--- src/rtl/pcfc_pkg.sv ---
package pcfc_pkg;

	// Register reset values
	localparam logic [7:0] HEADER_BYTE_RST  = 8'hFE;
	localparam logic [7:0] COMMAND_CODE_RST = 8'h03;

	// Configuration register indexes
	localparam int unsigned CFG_IDX_W = 1;
	localparam logic [CFG_IDX_W-1:0] REG_HEADER_BYTE  = 1'd0;
	localparam logic [CFG_IDX_W-1:0] REG_COMMAND_CODE = 1'd1;

	// CRC-16/MODBUS
	localparam logic [15:0] CRC_INIT = 16'hFFFF;
	localparam logic [15:0] CRC_POLY = 16'hA001;

	// Frame constants
	localparam logic [7:0] MIN_LEN    = 8'd4;
	localparam logic [7:0] BODY_START = 8'd4;
	localparam logic [7:0] STATUS_OFF = 8'd0;
	localparam logic [7:0] STATUS_ON  = 8'd1;

	// Reply codes
	localparam logic REPLY_OK  = 1'b0;
	localparam logic REPLY_ERR = 1'b1;

	// Command queue depth default
	localparam int QUEUE_DEPTH_DEF = 2;

	// Checked power command handed from parser to executor
	typedef struct packed {
		logic turn_on;   // 1: power on request, 0: power off request
		logic good;      // power_good sampled with the last CRC byte
	} cmd_t;

	// One byte through the reflected CRC, bit at a time
	function automatic logic [15:0] crc_feed(input logic [15:0] crc, input logic [7:0] b);
		logic [15:0] c;
		c = crc ^ {8'h00, b};
		for (int n = 0; n < 8; n++) begin
			c = c[0] ? ((c >> 1) ^ CRC_POLY) : (c >> 1);
		end
		return c;
	endfunction

endpackage

--- src/rtl/pcfc_front.sv ---
module pcfc_front (
	input  logic                clk,
	input  logic                arst_n,
	input  logic [7:0]          header_byte,
	input  logic [7:0]          command_code,
	input  logic                in_valid,
	output logic                in_stall,
	input  logic [7:0]          rx_byte,
	input  logic                power_good,
	input  logic                q_full,
	output logic                q_push,
	output pcfc_pkg::cmd_t      q_data
);
	import pcfc_pkg::*;

	typedef enum logic [6:0] {
		PH_HDR1 = 7'b0000001,
		PH_HDR2 = 7'b0000010,
		PH_LEN  = 7'b0000100,
		PH_CMD  = 7'b0001000,
		PH_BODY = 7'b0010000,
		PH_CRCH = 7'b0100000,
		PH_CRCL = 7'b1000000
	} phase_t;

	phase_t      phase_q;
	logic [7:0]  byte_index_q;
	logic [7:0]  frame_length_q;
	logic [7:0]  status_q;
	logic [15:0] crc_q;
	logic [7:0]  crc_first_q;

	logic        accept;
	logic        crc_match;
	logic [15:0] crc_in;
	logic [15:0] crc_nx;

	// Stall only when the command queue has no room
	assign in_stall = q_full;
	assign accept   = in_valid && !q_full;

	// Single CRC update unit; a new frame restarts from the init value
	assign crc_in = (phase_q == PH_HDR1) ? CRC_INIT : crc_q;
	assign crc_nx = crc_feed(crc_in, rx_byte);

	assign crc_match = (crc_first_q == crc_q[15:8]) && (rx_byte == crc_q[7:0]);

	// Hand a checked on/off command to the executor
	assign q_push       = accept && (phase_q == PH_CRCL) && crc_match &&
	                      ((status_q == STATUS_ON) || (status_q == STATUS_OFF));
	assign q_data.turn_on = status_q[0];
	assign q_data.good    = power_good;

	// Frame parser
	always_ff @(posedge clk or negedge arst_n) begin
		if (!arst_n) begin
			phase_q        <= PH_HDR1;
			byte_index_q   <= '0;
			frame_length_q <= '0;
			status_q       <= '0;
			crc_q          <= CRC_INIT;
			crc_first_q    <= '0;
		end else if (accept) begin
			case (phase_q)
				PH_HDR2: begin
					if (rx_byte == header_byte) begin
						crc_q   <= crc_nx;
						phase_q <= PH_LEN;
					end else begin
						phase_q <= PH_HDR1;
					end
				end
				PH_LEN: begin
					frame_length_q <= rx_byte;
					if (rx_byte < MIN_LEN) begin
						phase_q <= PH_HDR1;
					end else begin
						crc_q   <= crc_nx;
						phase_q <= PH_CMD;
					end
				end
				PH_CMD: begin
					if (rx_byte == command_code) begin
						crc_q        <= crc_nx;
						byte_index_q <= BODY_START;
						phase_q      <= PH_BODY;
					end else begin
						phase_q <= PH_HDR1;
					end
				end
				PH_BODY: begin
					if (byte_index_q == BODY_START) begin
						status_q <= rx_byte;
					end
					crc_q <= crc_nx;
					if (byte_index_q == frame_length_q) begin
						phase_q <= PH_CRCH;
					end else begin
						byte_index_q <= byte_index_q + 8'd1;
					end
				end
				PH_CRCH: begin
					crc_first_q <= rx_byte;
					phase_q     <= PH_CRCL;
				end
				PH_CRCL: begin
					phase_q <= PH_HDR1;
				end
				default: begin
					// hunting the first header byte
					if (rx_byte == header_byte) begin
						crc_q        <= crc_nx;
						byte_index_q <= '0;
						phase_q      <= PH_HDR2;
					end else begin
						phase_q <= PH_HDR1;
					end
				end
			endcase
		end
	end

endmodule

--- src/rtl/pcfc_cmd_queue.sv ---
module pcfc_cmd_queue #(
	parameter int DEPTH = pcfc_pkg::QUEUE_DEPTH_DEF
) (
	input  logic           clk,
	input  logic           arst_n,
	input  logic           push,
	input  pcfc_pkg::cmd_t push_data,
	output logic           full,
	input  logic           pop,
	output pcfc_pkg::cmd_t pop_data,
	output logic           empty
);
	import pcfc_pkg::*;

	localparam int PTR_W = (DEPTH > 1) ? $clog2(DEPTH) : 1;
	localparam int CNT_W = $clog2(DEPTH + 1);

	cmd_t             slot_q [DEPTH];
	logic [PTR_W-1:0] wr_ptr_q;
	logic [PTR_W-1:0] rd_ptr_q;
	logic [CNT_W-1:0] count_q;

	logic do_push;
	logic do_pop;

	assign full     = (count_q == CNT_W'(DEPTH));
	assign empty    = (count_q == '0);
	assign do_push  = push && !full;
	assign do_pop   = pop && !empty;
	assign pop_data = slot_q[rd_ptr_q];

	// Storage
	always_ff @(posedge clk) begin
		if (do_push) begin
			slot_q[wr_ptr_q] <= push_data;
		end
	end

	// Pointers and fill count
	always_ff @(posedge clk or negedge arst_n) begin
		if (!arst_n) begin
			wr_ptr_q <= '0;
			rd_ptr_q <= '0;
			count_q  <= '0;
		end else begin
			if (do_push) begin
				wr_ptr_q <= (wr_ptr_q == PTR_W'(DEPTH - 1)) ? '0 : wr_ptr_q + PTR_W'(1);
			end
			if (do_pop) begin
				rd_ptr_q <= (rd_ptr_q == PTR_W'(DEPTH - 1)) ? '0 : rd_ptr_q + PTR_W'(1);
			end
			if (do_push && !do_pop) begin
				count_q <= count_q + CNT_W'(1);
			end else if (do_pop && !do_push) begin
				count_q <= count_q - CNT_W'(1);
			end
		end
	end

endmodule

--- src/rtl/pcfc_back.sv ---
module pcfc_back (
	input  logic           clk,
	input  logic           arst_n,
	input  logic           q_empty,
	input  pcfc_pkg::cmd_t q_data,
	output logic           q_pop,
	output logic           out_valid,
	input  logic           out_stall,
	output logic           reply_code,
	output logic           power_enable
);
	import pcfc_pkg::*;

	logic powered_q;
	logic enable_q;
	logic out_valid_q;
	logic reply_q;
	logic out_enable_q;

	// Take a command when the output word is free or leaving
	assign q_pop = !q_empty && (!out_valid_q || !out_stall);

	assign out_valid    = out_valid_q;
	assign reply_code   = reply_q;
	assign power_enable = out_enable_q;

	// Power state and output word
	always_ff @(posedge clk or negedge arst_n) begin
		if (!arst_n) begin
			powered_q    <= 1'b0;
			enable_q     <= 1'b0;
			out_valid_q  <= 1'b0;
			reply_q      <= REPLY_OK;
			out_enable_q <= 1'b0;
		end else begin
			if (q_pop) begin
				out_valid_q <= 1'b1;
				if (q_data.turn_on) begin
					if (powered_q) begin
						// already on: enable level unchanged
						reply_q      <= REPLY_OK;
						out_enable_q <= enable_q;
					end else begin
						enable_q     <= 1'b1;
						powered_q    <= q_data.good;
						reply_q      <= q_data.good ? REPLY_OK : REPLY_ERR;
						out_enable_q <= 1'b1;
					end
				end else begin
					enable_q     <= 1'b0;
					powered_q    <= 1'b0;
					reply_q      <= REPLY_ERR;
					out_enable_q <= 1'b0;
				end
			end else if (!out_stall) begin
				out_valid_q <= 1'b0;
			end
		end
	end

endmodule

--- src/rtl/power_command_frame_checker_unit.sv ---
// Power command frame checker: parser, command queue and power executor.
// Throughput: one byte per cycle; the parser stalls only when the command queue is full.
// Reply path: the edge taking the low CRC byte writes the queue; the executor then loads the output
// register from the queue once the output word is free or leaving.
// Reset (arst_n low, asynchronous): parser hunts for a header, CRC at FFFF, power off,
// queue and output empty, registers back to header FE and command 03.
module power_command_frame_checker_unit #(
	parameter int QUEUE_DEPTH = pcfc_pkg::QUEUE_DEPTH_DEF
) (
	input  logic                             clk,
	input  logic                             arst_n,
	input  logic                             cfg_valid,
	output logic                             cfg_ready,
	input  logic [pcfc_pkg::CFG_IDX_W-1:0]   cfg_index,
	input  logic [7:0]                       cfg_data,
	input  logic                             in_valid,
	output logic                             in_stall,
	input  logic [7:0]                       rx_byte,
	input  logic                             power_good,
	output logic                             out_valid,
	input  logic                             out_stall,
	output logic                             reply_code,
	output logic                             power_enable
);
	import pcfc_pkg::*;

	logic [7:0] header_byte_q;
	logic [7:0] command_code_q;

	logic q_push;
	logic q_full;
	logic q_pop;
	logic q_empty;
	cmd_t q_wdata;
	cmd_t q_rdata;

	// Configuration registers
	assign cfg_ready = 1'b1;

	always_ff @(posedge clk or negedge arst_n) begin
		if (!arst_n) begin
			header_byte_q  <= HEADER_BYTE_RST;
			command_code_q <= COMMAND_CODE_RST;
		end else if (cfg_valid && cfg_ready) begin
			case (cfg_index)
				REG_HEADER_BYTE:  header_byte_q  <= cfg_data;
				REG_COMMAND_CODE: command_code_q <= cfg_data;
				default: ;
			endcase
		end
	end

	pcfc_front u_front (
		.clk          (clk),
		.arst_n       (arst_n),
		.header_byte  (header_byte_q),
		.command_code (command_code_q),
		.in_valid     (in_valid),
		.in_stall     (in_stall),
		.rx_byte      (rx_byte),
		.power_good   (power_good),
		.q_full       (q_full),
		.q_push       (q_push),
		.q_data       (q_wdata)
	);

	pcfc_cmd_queue #(
		.DEPTH (QUEUE_DEPTH)
	) u_queue (
		.clk       (clk),
		.arst_n    (arst_n),
		.push      (q_push),
		.push_data (q_wdata),
		.full      (q_full),
		.pop       (q_pop),
		.pop_data  (q_rdata),
		.empty     (q_empty)
	);

	pcfc_back u_back (
		.clk          (clk),
		.arst_n       (arst_n),
		.q_empty      (q_empty),
		.q_data       (q_rdata),
		.q_pop        (q_pop),
		.out_valid    (out_valid),
		.out_stall    (out_stall),
		.reply_code   (reply_code),
		.power_enable (power_enable)
	);

endmodule
--- config.mk ---
export PLATFORM = sky130hd
export DESIGN_NAME = power_command_frame_checker_unit
export DESIGN_NICKNAME = d
export VERILOG_FILES = /design/src/rtl/pcfc_pkg.sv /design/src/rtl/pcfc_front.sv /design/src/rtl/pcfc_cmd_queue.sv /design/src/rtl/pcfc_back.sv /design/src/rtl/power_command_frame_checker_unit.sv
export SDC_FILE = /design/constraint.sdc
export NUM_CORES = 1
export LEC_CHECK = 0
export ABC_AREA = 1
export BUFFER_PORTS_ARGS = -buffer_cell sky130_fd_sc_hd__buf_2
export CELL_PAD_IN_SITES_DETAIL_PLACEMENT = 0
export CELL_PAD_IN_SITES_GLOBAL_PLACEMENT = 1
export CORE_MARGIN = 5
export CORE_UTILIZATION = 45
export CTS_CLUSTER_SIZE = 25
export DETAILED_ROUTE_END_ITERATION = 8
export PLACE_DENSITY_LB_ADDON = 0.1
export SYNTH_ARGS = -nofsm -noshare
export SYNTH_HDL_FRONTEND = slang
export SYNTH_HIERARCHICAL = 1
export SYNTH_SLANG_ARGS = --single-unit
--- constraint.sdc ---
create_clock -name clk -period 3.2 [get_ports clk]
set_clock_uncertainty 0.15 [all_clocks]
set_input_delay 0.32 -clock clk [delete_from_list [all_inputs] [get_ports clk]]
set_output_delay 0.32 -clock clk [all_outputs]
set_load 0.05 [all_outputs]
### Yosys cells after proc, flatten, opt, wreduce, memory -nomap -nowiden

Memories as Yosys holds them, arrays and structs flattened.
Cells that the tools add are included.

* bitwise logic cells: 12
* reductions and logical operators: 34
* order comparisons: 1
* add/sub/neg operators: 5
* mux-type cells: 38
* eq/ne operators: 21

Operators with widths (count)
* 2-to-1 mux 16 bit: 12
* case mux 16 bit (4 select lines): 1
* case mux 7 bit (6 select lines): 1
* == test 8 bit: 5
* 2-to-1 mux 8 bit: 3
* NOT 2 -> 3 bit: 8
* case mux 8 bit (3 select lines): 1
* XOR 16 x 8 -> 16 bit: 1
* 2-to-1 mux 1 bit: 13
* AND reduction 2 bit: 6
* logical AND 1 bit: 10
* AND reduction 5 bit: 2
* adder 8 x 1 -> 8 bit, second input constant: 1
* == test 8 x 1 -> 1 bit, second input constant: 1
* == test 8 x 3 -> 1 bit, second input constant: 1
* logical NOT 8 bit: 1
* less-than comparator 8 x 3 -> 1 bit, second input constant: 1
* == test 7 x 1 -> 1 bit, second input constant: 1
* == test 7 x 2 -> 1 bit, second input constant: 1
* == test 7 x 3 -> 1 bit, second input constant: 1
* == test 7 x 4 -> 1 bit, second input constant: 1
* == test 7 x 5 -> 1 bit, second input constant: 1
* == test 7 x 6 -> 1 bit, second input constant: 1
* == test 7 bit, second input constant: 1
* other kinds (21): 36

* register bits after elaboration: 79
* bits of input ports: 23
* memories: 1
* output and inout port bits: 5
* RAM bits: 4

Memories
* u_queue.slot_q: words 2, width 2, rd ports 1, clocked after Yosys merged registers in 0, wr ports 1, line pcfc_cmd_queue.sv:18 `cmd_t slot_q [DEPTH];`

### Depth between registers and ports, before layout

Gate-level depths: netlist (run 1).

* word-level depth: 21
* gate-level depth with buffers: 18
* gate-level depth less buffers: 17

### Hierarchy

The synthesis (run 1) kept the hierarchy.

By module, submodules not included
* pcfc_front: instances 1, sequential area each 1397.6 µm², area each 3519.6 µm², cells an instance 456
* power_command_frame_checker_unit: instances 1, sequential area each 411.6 µm², area each 685.7 µm², cells an instance 72
* pcfc_cmd_queue: instances 1, sequential area each 220.2 µm², area each 376.6 µm², cells an instance 42
* pcfc_back: instances 1, sequential area each 100.1 µm², area each 191.4 µm², cells an instance 25

### Least setup slack after synthesis (run 1)

OpenSTA, ideal clock, no wires.

* path kind: reg2reg
* start: reg u_front.phase_q[6]
* end: reg u_queue.count_q[1]
* library setup time: 117 ps
* required time: 2933 ps
* setup slack: 951 ps
* stages on the path, launching flop included: 12
* data arrival time: 1982 ps
* cells stage by stage: dfrtp_1 > inv_2 > nor3_1 > nand4_1 > nor4_1 > inv_1 > nor2_2 > ha_1 > inv_1 > nand3_1 > nand2_1 > nand2_1

* cells in the longest elaborated chain, start to end: 8
* elaborated cells between the ends (all ways): 10

Ends and longest elaborated chain
* start: declaration: line pcfc_front.sv:26 `phase_t phase_q;`
* start signal: assignment: line pcfc_front.sv:57 `phase_q <= PH_HDR1;`
* start signal: assignment: line pcfc_front.sv:68 `phase_q <= PH_LEN;`
* start signal: assignment: line pcfc_front.sv:70 `phase_q <= PH_HDR1;`
* == test 7 bit (*): line pcfc_front.sv:49 `assign q_push = accept && (phase_q == PH_CRCL) && crc_match &&`
* logical AND 1 bit (*) (3 in series): line pcfc_front.sv:49
* via q_push: line power_command_frame_checker_unit.sv:30 `logic q_push;`
* logical AND 1 bit (*): line pcfc_cmd_queue.sv:28 `assign do_push = push && !full;`
* via u_queue.do_push: line pcfc_cmd_queue.sv:23 `logic do_push;`
* logical NOT 1 bit: line pcfc_cmd_queue.sv:54 `end else if (do_pop && !do_push) begin`
* logical AND 1 bit: line pcfc_cmd_queue.sv:54
* nonzero test 2 bit (no line)
* end signal: assignment: line pcfc_cmd_queue.sv:53 `count_q <= count_q + CNT_W'(1);`
* end signal: assignment: line pcfc_cmd_queue.sv:55 `count_q <= count_q - CNT_W'(1);`
* end: declaration: line pcfc_cmd_queue.sv:21 `logic [CNT_W-1:0] count_q;`

The timed path passes the listed nets; every way through them passes the cells marked *.
A chain may end at the register's enable or synchronous reset.

### Worst setup path in the final report (run 1)

* start: reg u_front.phase_q[1]
* end: reg u_queue.count_q[1]

Same word-level chain as after synthesis.

==> results.sh, run 1 <==
export IMPL_vias_per_cell=5.11
export IMPL_detail_route_antenna_nets=0
export IMPL_whs_ns=-0.0248
export IMPL_path_clk_slew_ns=0.09
export IMPL_setup_tns_ns=0
export IMPL_synth_seq_area_share=0.446
export IMPL_synthCells=595
export IMPL_syn_area_mm2=0.00477
export IMPL_synthFlopType="dfrtp_1"
export IMPL_clock_sinks=83
export IMPL_pwr_share_clk=0.274
export IMPL_root_buffer="clkbuf_8"
export IMPL_fin_crit_sh=0.837
export IMPL_maxSlewViolCount=0
export IMPL_antenna_cells=0
export IMPL_gp_congestion=0.810
export IMPL_clk_latency_ns=0.36
export IMPL_cp_cell_sequence="nor2_1 -> nand2_1 -> nor3_1 -> nand4_1 -> nor4_1 -> inv_1 -> nor2_2 -> ha_1 -> inv_1 -> nand3_1 -> nand2_1 -> nand2_1"
export IMPL_path_max_fanout=3
export IMPL_area_growth_pct=7.86
export IMPL_vias=3864
export IMPL_critPathBufInv=2
export IMPL_p_switching_uw=910
export IMPL_drt_first_pass_iters=7
export IMPL_slew_headroom=0.324
export IMPL_p_total_mw=2.73
export IMPL_stdcell_area_mm2=0.00515
export IMPL_grt_pass1_wl_um=19100
export IMPL_placed_cell_area_mm2=0.00495
export IMPL_synth_edff_count=4
export IMPL_fin_nets=641
export IMPL_async_flop_share=0.952
export IMPL_comb_power_share=0.242
export IMPL_rows=37
export IMPL_p_per_area_mw_per_mm2=530
export IMPL_setup_viol=0
export IMPL_post_cts_repair_setup_buffers=0
export IMPL_grt_pass1_vias=3796
export IMPL_numCtsBuffers=9
export IMPL_dp_slack_ns=0.538
export IMPL_synth_warnings=6
export IMPL_critical_path_slowest_cell="nor4_1"
export IMPL_start_util=0.462
export IMPL_cts_hold_buf=1
export IMPL_timing_final_ws_setup_ns=0.522
export IMPL_syn_nets=621
export IMPL_min_path_type="in -> async"
export IMPL_hold_viol=24
export IMPL_cp_top_family="simple AND/OR/NAND/NOR gates"
export IMPL_synth_ff_latch_count=83
export IMPL_vdd_ir_drop_worst_mv=0.272
export IMPL_fin_crit_ns=2.68
export IMPL_syn_avg_cell_area_um2=8.02
export IMPL_io_buffers=26
export IMPL_criticalPathCategory="reg -> reg"
export IMPL_grt_usage=0.186
export IMPL_drt_iter0_drc=217
export IMPL_cts_resized=0
export IMPL_drc=0
export IMPL_wl_per_cell_um=14.8
export IMPL_required_ns=3.31
export IMPL_worst_pin_slew_ns=1.01
export IMPL_arrival_ns=2.79
export IMPL_grt_ovfl_total=0
export IMPL_htree_levels=3
export IMPL_run_status="finished, violations left"
export IMPL_dp_hpwl_um=8320
export IMPL_violations="hold timing"
export IMPL_drv_cap=0
export IMPL_cts_tree="done"
export IMPL_p_int_mw=1.82
export IMPL_end_kind="register"
export IMPL_design_die_area_mm2=0.0128
export IMPL_cpPeakStageDelay_ns=0.47
export IMPL_rsz0062_at_grt="no"
export IMPL_leakage_nw=2.50
export IMPL_drive_above_1_share=0.184
export IMPL_sequentialPowerShare=0.485
export IMPL_grt_max_degree=80
export IMPL_fp_coreArea_mm2=0.0103
export IMPL_p_sw_frac=0.333
export IMPL_timing_fmax_mhz=373
export IMPL_antenna_found_initial=0
export IMPL_die_w_um=113
export IMPL_cpMostUsedCell="nand2_1"
export IMPL_clockBufferDepth=2
export IMPL_ios=28
export IMPL_die_h_um=113
export IMPL_yosys_cell_types_count=45
export IMPL_start_kind="register"
export IMPL_routed_wl_um=11200
## final timing paths
check / startpoint / end / slack, ns / cells past startpoint
max in group asynchronous: arst_n / u_front/crc_first_q[0] / 2.28 / 1
min: arst_n / u_front/byte_index_q[6] / -0.02 / 1
min reg2reg: u_back/enable_q / u_back/enable_q / 0.32 / 2
min in group clk: cfg_data[2] / header_byte_q[2] / 0.03 / 3
max reg2reg: u_front/phase_q[1] / u_queue/count_q[1] / 0.52 / 12
max: u_front/phase_q[1] / u_queue/count_q[1] / 0.52 / 12
## layout make-up
class	instances	area, um^2
clock buffer	9	124
clock inverter	7	66.3
fill	1051	5170
inverter	70	270
multi-input combinational	422	2230
sequential	83	2130
tap	136	170
timing repair buffer	29	158
## cell families after synthesis
family,count (synthesis),share of synthesized area
other,1,0.000786
xor gates and xnor gates,36,0.0661
DFF,83,0.446
AOI/OAI and AO/OA,79,0.0912
and+or+nand+nor,303,0.301
adders and majority gates,3,0.00786
buffers and inverters,90,0.0865
## layout by cell type, fill, tap and decap left out, drive strengths merged, types with 4 or more instances in the layout
cell	instances
nand2	187
inv	71
o21ai	63
dfrtp	53
nand3	53
nor2	34
buf	28
dfstp	26
xor2	19
xnor2	17
nor4	11
clkbuf	9
nand4	9
nor3	5
edfxtp	4
## synth_stat cells (2+ instances only)
library cell | count | area [um^2]
nand2_1 | 168 | 631
inv_1 | 57 | 214
o21ai_0 | 55 | 275
dfrtp_1 | 53 | 1330
nand3_1 | 50 | 250
nor2_1 | 28 | 105
dfstp_2 | 26 | 683
xor2_1 | 19 | 166
xnor2_1 | 17 | 149
nand2_2 | 14 | 87.6
inv_2 | 12 | 45.0
nand4_1 | 9 | 56.3
nor4_1 | 8 | 50.1
o21ai_1 | 7 | 35.0
buf_4 | 6 | 45.0
clkbuf_1 | 6 | 22.5
nor3_1 | 5 | 25.0
buf_6 | 4 | 45.0
edfxtp_1 | 4 | 120
nand2_4 | 4 | 45.0
nor2_2 | 4 | 25.0
ha_1 | 3 | 37.5
nand3_2 | 3 | 30.0
o2111ai_1 | 3 | 26.3
o31ai_1 | 3 | 22.5
a21oi_1 | 2 | 10.0
a31oi_1 | 2 | 12.5
clkbuf_2 | 2 | 10.0
nand3b_1 | 2 | 15.0
nor2_8 | 2 | 40.0
nor4_2 | 2 | 25.0
o22ai_1 | 2 | 12.5
## routing by layer
layer / vias up / GRT usage / wire length [um]
met5: - / 0 / 0
met2: 65 / 0.291 / 5160
met3: 15 / 0.0364 / 410
li1: 1954 / - / -
met1: 1830 / 0.264 / 5420
met4: 0 / 0.0497 / 173
## state kept, by name, summed over array words and instances, names as in the netlist
name                    count
u_front/status_q            8
u_front/frame_length_q      8
u_queue/slot_q              4
u_back/reply_code           1
u_queue/wr_ptr_q            1
u_front/crc_q              16
u_front/crc_first_q         8
u_front/phase_q             7
command_code_q              8
u_back/enable_q             1
u_back/out_valid            1
u_back/powered_q            1
u_front/byte_index_q        8
u_queue/count_q             2
u_queue/rd_ptr_q            1
header_byte_q               8
## metrics by stage
step,instances,util
CTS,756,0.499
floorplan,595,-
global placement,739,0.479
global route,756,0.499
detailed placement,739,0.479
finish,756,0.499
## power groups by stage
| stage | combinational [mW] | clock (mW) | sequential, mW |
|---|---|---|---|
| after detailed placement | 0.657 | 0 | 1.34 |
| final | 0.659 | 0.748 | 1.32 |
| after global placement | 0.648 | 0 | 1.34 |
| after floorplan | 0.517 | 0 | 1.31 |
| after global routing | 0.759 | 0.829 | 1.34 |
| after CTS | 0.664 | 0.780 | 1.32 |
(Power assumes the default switching activity.)
==> run 2: changes to the inputs <==
==> constraint.sdc (replaced) <==
create_clock -name clk -period 2.5 [get_ports clk]
set_clock_uncertainty 0.15 [all_clocks]
set_input_delay 0.25 -clock clk [delete_from_list [all_inputs] [get_ports clk]]
set_output_delay 0.25 -clock clk [all_outputs]
set_load 0.05 [all_outputs]
==> run 2 against run 1 <==
The flow now finishes without violations. Sequential power up 28%. Highest routed layer unchanged. Critical endpoint unchanged. First-iteration DRC count down 11%. Critical path type unchanged. Largest power group unchanged. Via count up 1.9%.
==> results.sh, run 2 (synthesis gave the netlist of run 1 again) <==
export IMPL_leakage_nw=2.63
export IMPL_reg2reg_slack_ns=0.009
export IMPL_p_total_mw=3.51
export IMPL_drc=0
export IMPL_min_path_type="in -> reg"
export IMPL_largest_reg_flops=16
export IMPL_drt_first_pass_iters=4
export IMPL_clockBufferDepth=2
export IMPL_whs_endpoint="command_code_q[0]"
export IMPL_final_cell_mix="166 x nand2_1, 55 x o21ai_0, 53 x dfrtp_1, 52 x inv_1, 49 x nand3_1"
export IMPL_vdd_ir_drop_worst_mv=0.355
export IMPL_dp_hpwl_um=8480
export IMPL_grt_ovfl_total=0
export IMPL_timing_fmax_mhz=401
export IMPL_final_common_cell="nand2_1"
export IMPL_dp_slack_ns=0.0339
export IMPL_path_clk_slew_ns=0.09
export IMPL_regToRegStartpoint="u_front/crc_q[12]"
export IMPL_vias=3938
export IMPL_fin_crit_sh=0.996
export IMPL_whs_ns=0.0833
export IMPL_grt_max_degree=44
export IMPL_timing_final_ws_setup_ns=0.00912
export IMPL_end_kind="register"
export IMPL_min_path_cells=3
export IMPL_htree_levels=3
export IMPL_clock_sinks=83
export IMPL_root_buffer="clkbuf_8"
export IMPL_die_h_um=113
export IMPL_worst_pin_slew_ns=0.599
export IMPL_rsz0062_at_grt="yes"
export IMPL_run_status="finished, final reports clean"
export IMPL_io_buffers=26
export IMPL_drv_cap=0
export IMPL_required_ns=2.60
export IMPL_antenna_cells=0
export IMPL_fin_nets=667
export IMPL_fin_crit_ns=2.49
export IMPL_hp_start="cfg_index"
export IMPL_maxSlewViolCount=0
export IMPL_r2r_cells=13
export IMPL_drive_above_1_share=0.218
export IMPL_routed_wl_um=11600
export IMPL_wl_per_cell_um=14.8
export IMPL_setup_viol=0
export IMPL_vias_per_cell=5.04
export IMPL_drt_iter0_drc=194
export IMPL_detail_route_antenna_nets=0
export IMPL_area_growth_pct=13.7
export IMPL_grt_pass1_vias=4017
export IMPL_hold_viol=0
export IMPL_start_util=0.462
export IMPL_antenna_found_initial=0
export IMPL_cts_tree="done"
export IMPL_grt_usage=0.195
export IMPL_die_w_um=113
export IMPL_p_per_area_mw_per_mm2=646
export IMPL_setup_tns_ns=0
export IMPL_arrival_ns=2.59
export IMPL_design_die_area_mm2=0.0128
export IMPL_slew_headroom=0.597
export IMPL_rows=37
export IMPL_top_register="u_front/crc_q"
export IMPL_worstReg2RegEnd="u_queue/count_q[1]"
export IMPL_ios=28
export IMPL_clk_latency_ns=0.37
export IMPL_gp_congestion=0.874
export IMPL_start_kind="register"
export IMPL_numCtsBuffers=9
export IMPL_grt_pass1_wl_um=20100
export IMPL_path_max_fanout=3
export IMPL_fp_coreArea_mm2=0.0103
export IMPL_criticalPathCategory="reg -> reg"
==> run 2: per-stage QoR <==
stage          std cells  instance area (um^2)   util
5_1_grt              782                  5430  0.526
4_1_cts              779                  5370  0.520
2_1_floorplan        595                  4770      -
3_5_place_dp         752                  5070  0.491
3_3_place_gp         752                  5070  0.491
6_report             782                  5430  0.526
==> run 2: cell type report <==
class                      instances  area (um^2)
timing repair buffer              55          403
clock buffer                      11          153
clock inverter                     5         35.0
tap                              136          170
multi-input combinational        422         2260
inverter                          70          273
sequential                        83         2130
fill                             994         4900
==> run 2: routing by layer <==
layer  GRT usage  vias up  wire, um
met5           0        -         0
met2       0.314       69      5380
met4      0.0577        0       179
met1       0.269     1848      5500
li1            -     2008         -
met3      0.0374       13       510
==> run 2: power breakdown <==
group	internal [mW]	switching [mW]	total, mW
sequential	1.57	0.124	1.69
combinational	0.323	0.550	0.873
clock	0.424	0.518	0.942
==> run 2: worst max-delay path, stage by stage (launching register included) <==
cell and delay, ns:
dfstp_2 0.55, inv_2 0.04, a22o_1 0.19, nor4_1 0.26, nand3_1 0.13, nor4_2 0.33
inv_1 0.12, nor2_4 0.13, ha_4 0.14, inv_1 0.04, nand2_1 0.11, nand3_2 0.08
nand2_1 0.06, nand2_1 0.05
==> run 2: worst max-delay path by stage <==
stage | from | depth (start not counted) | end
5_1_grt | u_front/crc_q[12] | 13 | u_queue/count_q[1]
6_report | u_front/crc_q[12] | 13 | u_queue/count_q[1]
4_1_cts | u_front/phase_q[1] | 13 | u_queue/count_q[1]
2_1_floorplan | u_front/phase_q[6] | 11 | u_queue/count_q[1]
3_5_place_dp | u_front/phase_q[1] | 13 | u_queue/count_q[1]
3_3_place_gp | u_front/phase_q[2] | 13 | u_queue/count_q[1]
==> run 2: timing repair <==
item / in CTS / in global routing
buffers inserted: 0 / 3
gates resized for setup: 0 / 12
hold buffers: 11 / 0
setup endpoints to repair: 0 / 8
endpoints found under the hold margin: 35 / 0
